`config.mk`:
```
export PLATFORM = sky130hd
export DESIGN_NAME = fbiq_queue
export DESIGN_NICKNAME = d
export VERILOG_FILES = /design/src/design/fbiq_pkg.sv /design/src/design/fbiq_queue.sv
export SDC_FILE = /design/constraint.sdc
export NUM_CORES = 1
export LEC_CHECK = 0
export BUFFER_PORTS_ARGS = -buffer_cell sky130_fd_sc_hd__buf_2
export CAP_MARGIN = 20
export CORE_MARGIN = 2
export CORE_UTILIZATION = 25
export DETAILED_ROUTE_END_ITERATION = 16
export RECOVER_POWER = 25
export SYNTH_ARGS = -nofsm -noshare
export SYNTH_HDL_FRONTEND = slang
export SYNTH_SLANG_ARGS = --single-unit
```
`constraint.sdc`:
```
create_clock -name clk -period 4.08 [get_ports clk]
set_clock_uncertainty 0.2 [all_clocks]
set_input_delay 0.816 -clock clk [delete_from_list [all_inputs] [get_ports clk]]
set_output_delay 0.816 -clock clk [all_outputs]
set_load 0.01 [all_outputs]
```
`src/design/fbiq_pkg.sv`:
```
// Shared types and constants for the fingerprint bin insert/query unit.
// Depends on nothing; every other design file imports it.
`default_nettype none

package fbiq_pkg;

	localparam int FP_W    = 16;
	localparam int BIN_W   = 8;
	localparam int CNT_W   = 4;
	localparam int QDEPTH  = 2;

	typedef enum logic {
		FUNC_QUERY  = 1'b0,
		FUNC_INSERT = 1'b1
	} func_t;

	// One classified operation waiting between front and back.
	typedef struct packed {
		logic [FP_W-1:0]  fp;
		logic [BIN_W-1:0] bin;
		logic             insert;
	} item_t;

	// One result beat, last field in the lowest bits.
	typedef struct packed {
		logic [FP_W-1:0] evicted_value;
		logic            evicted;
		logic            hit;
	} result_t;

endpackage

`default_nettype wire

```
`src/design/fbiq_queue.sv`:
```
// Two-entry queue that decouples the input side from the bin engine.
// Depends on fbiq_pkg.
`default_nettype none

module fbiq_queue (
	input  wire logic             clk,
	input  wire logic             arst_n,
	input  wire logic             push,
	input  wire fbiq_pkg::item_t  push_item,
	output logic                  full,
	input  wire logic             pop,
	output logic                  nonempty,
	output fbiq_pkg::item_t       head
);
	import fbiq_pkg::*;

	item_t      ent_q [QDEPTH];
	logic       wp_q;
	logic       rp_q;
	logic [1:0] cnt_q;

	always_ff @(posedge clk) begin
		if (push) begin
			ent_q[wp_q] <= push_item;
		end
	end

	always_ff @(posedge clk or negedge arst_n) begin
		if (!arst_n) begin
			wp_q  <= 1'b0;
			rp_q  <= 1'b0;
			cnt_q <= '0;
		end else begin
			if (push) wp_q <= ~wp_q;
			if (pop)  rp_q <= ~rp_q;
			cnt_q <= cnt_q + 2'(push) - 2'(pop);
		end
	end

	assign full     = (cnt_q == 2'(QDEPTH));
	assign nonempty = (cnt_q != '0);
	assign head     = ent_q[rp_q];

	a_no_overfill: assert property (@(posedge clk) disable iff (!arst_n)
		push |-> (cnt_q < 2'(QDEPTH) || pop))
		else $error("queue written while full");
	a_no_underrun: assert property (@(posedge clk) disable iff (!arst_n)
		pop |-> cnt_q != '0)
		else $error("queue read while empty");

endmodule

`default_nettype wire

```
==> results.json <==
{
  "overflow": 0,
  "r2r-start": "wp_q$_DFFE_PN0P_",
  "postSynthAreaPerCell_um2": 22.6,
  "drive_gt1_share_pct": 56.1,
  "grt_use_total_pct": 7.54,
  "drcViolationCount": 0,
  "grt_max_degree": 27,
  "clkTransAtPathRegs_ns": 0.09,
  "fillCellCount": 818,
  "postSynthCellCount": 93,
  "ff_latch_area_mm2": 0.00160,
  "floorplan.die.height_um": 95.8,
  "ys_ff_latch": 54,
  "cp-end-kind": "primary output",
  "nets": 185,
  "ff2ff_setup_slack_ns": 2.31,
  "r2r_cells": 2,
  "grt_pass1_vias": 995,
  "cts_resized": 0,
  "cts_root_buffer": "clkbuf_8",
  "die_x_um": 95.8,
  "cts_hold_buffers": 0,
  "fmax_mhz": 361,
  "period_needed_ns": 2.77,
  "syn-cell-area_mm2": 0.00210,
  "layout_common_cells": "50 x edfxtp_1, 50 x buf_2, 19 x mux2_4, 6 x mux2_2, 6 x clkbuf_1",
  "row_count": 33,
  "viasPerCell": 3.88,
  "synthDominantCellAreaShare_pct": 71.3,
  "insertion_delay_ns": 0.30,
  "r2r_end": "ent_q[1][1]$_DFFE_PP_",
  "numCtsBuffers": 5,
  "swShare_pct": 27.8,
  "multi_input_area_um2": 447,
  "ys_types": 13,
  "dieArea_mm2": 0.00917,
  "cp.depth": 2,
  "yosys_warnings": 0,
  "syn_nets": 124,
  "wl_per_cell_um": 13.0,
  "cts_tree": "built",
  "ios": 56,
  "grt_pass1_wl_um": 5050,
  "worst_pin_slew_ns": 0.807,
  "drtAntennaViolNets": 0,
  "cts_sinks": 54,
  "initial_core_util_pct": 25.7,
  "slew_headroom_pct": 46.2,
  "max_stage_delay_ns": 0.91,
  "final_area_mm2": 0.00258,
  "drt-initial-drc-count": 11,
  "gp_congestion": 0.593,
  "placed_cell_area_mm2": 0.00248,
  "fin_tns_setup_ns": 0,
  "ys_seq_area_share_pct": 76.1,
  "cp_max_fo": 26,
  "htreeDepth": 2,
  "totalWireLength_um": 3380,
  "critical_path_arrival_ns": 1.75,
  "power_density_mw_per_mm2": 650,
  "leakage_uw": 0.00102,
  "critPathBufInv": 1,
  "yosys.area.top_type": "edfxtp_1",
  "max-clock-path-buffers": 2,
  "hpwl_um": 2370,
  "crit_end": "head[24]",
  "critical-path-top-delay-family": "flip-flops",
  "power_frac_seq_pct": 49.9,
  "cp_slowest_cell": "dfrtp_2",
  "crit_required_ns": 3.06,
  "path_cells": "mux2_2, buf_2",
  "switchingPower_uw": 467,
  "antenna_found_initial": 0,
  "synthTopCellsByArea": "edfxtp_1 71%, mux2_4 14%, dfrtp_1 4.8%",
  "status": "finished clean",
  "min_path_type": "input port to asynchronous set/reset pin",
  "slew_viol_final": 0,
  "numPortBuffers": 55,
  "fin_crit_sh_pct": 67.9,
  "fp.coreArea_mm2": 0.00818,
  "ir_drop_mv": 0.149,
  "crit_path_start_kind": "flip-flop",
  "maxCapViolations": 0,
  "syn_to_final_growth_pct": 22.7,
  "final_hold_viol_count": 0,
  "num_antenna_cells": 0,
  "clockPowerShare_pct": 20.9,
  "p_int_uw": 1210,
  "firstDrtPassIters": 3,
  "rsz0062_at_grt": "false",
  "p_comb_share_pct": 29.2,
  "post_cts_buffers": 0,
  "via_count": 1009,
  "setup_viol": 0,
  "crit_path_start": "rp_q$_DFFE_PN0P_",
  "path_class": "flip-flop to primary output"
}
through the flow:
stage	setup slack [ns]	utilization (%)	power [uW]	hold WS, ns	cells
after global placement	1.61	30.3	1350	0.291	252
after floorplan	1.51	-	1220	0.255	93
after global routing	1.19	31.6	1780	0.138	260
after CTS	1.26	31.7	1710	0.0910	260
final	1.31	31.6	1680	0.132	260
after detailed placement	1.60	30.3	1360	0.307	252
registers in the layout, indices dropped and copies added, names as in the netlist:
name / flops
ent_q: 50
rp_q: 1
wp_q: 1
cnt_q: 2
how the worst min path moves through the flow:
stage | to | slack [ns]
floorplan | wp_q$_DFFE_PN0P_ | 0.26
global placement | wp_q$_DFFE_PN0P_ | 0.29
detailed placement | wp_q$_DFFE_PN0P_ | 0.31
CTS | cnt_q[1]$_DFF_PN0_ | 0.09
global route | cnt_q[1]$_DFF_PN0_ | 0.14
finish | cnt_q[1]$_DFF_PN0_ | 0.13
layout make-up:
cell class              instances  area share, %
clock buffers                   6           2.81
clock inverters                 2           1.45
inverters                       2          0.291
multi-input cells              34           17.3
flip-flops and latches         54           62.1
well taps                     105           5.09
repair buffers                 57           11.0
metal layers:
layer  up-vias  GRT usage, %  wire length (um)
met5         -             0                 0
met4         0          2.14                38
met3         5          3.13               266
met2        39          12.6              1650
met1       491          8.92              1430
li1        474             -                 -
synth_stat cells:
cell and instances:
edfxtp_1 50, mux2_4 19, mux2_2 6, dfrtp_1 4, buf_12 2, ha_1 2
inv_1 2, nor2b_1 2, xor2_1 2, and2_1 1, buf_6 1, or2_2 1
xor3_1 1
power groups by stage:
stage               logic, uW  registers (uW)  clock network (uW)
finish                    490             838                 350
global route              541             858                 384
CTS                       504             845                 365
detailed placement        502             858                   0
global placement          502             852                   0
floorplan                 437             779                   0
kinds of logic after synthesis:
logic type               synth area share [%]
flip-flops                               76.1
buffers and inverters                    2.79
adder cells (fa/ha/maj)                  1.19
AND/OR/NAND/NOR                          1.19
multiplexers                             16.8
XOR/XNOR                                 1.96
Note: power is estimated with default switching activity, not from simulation.
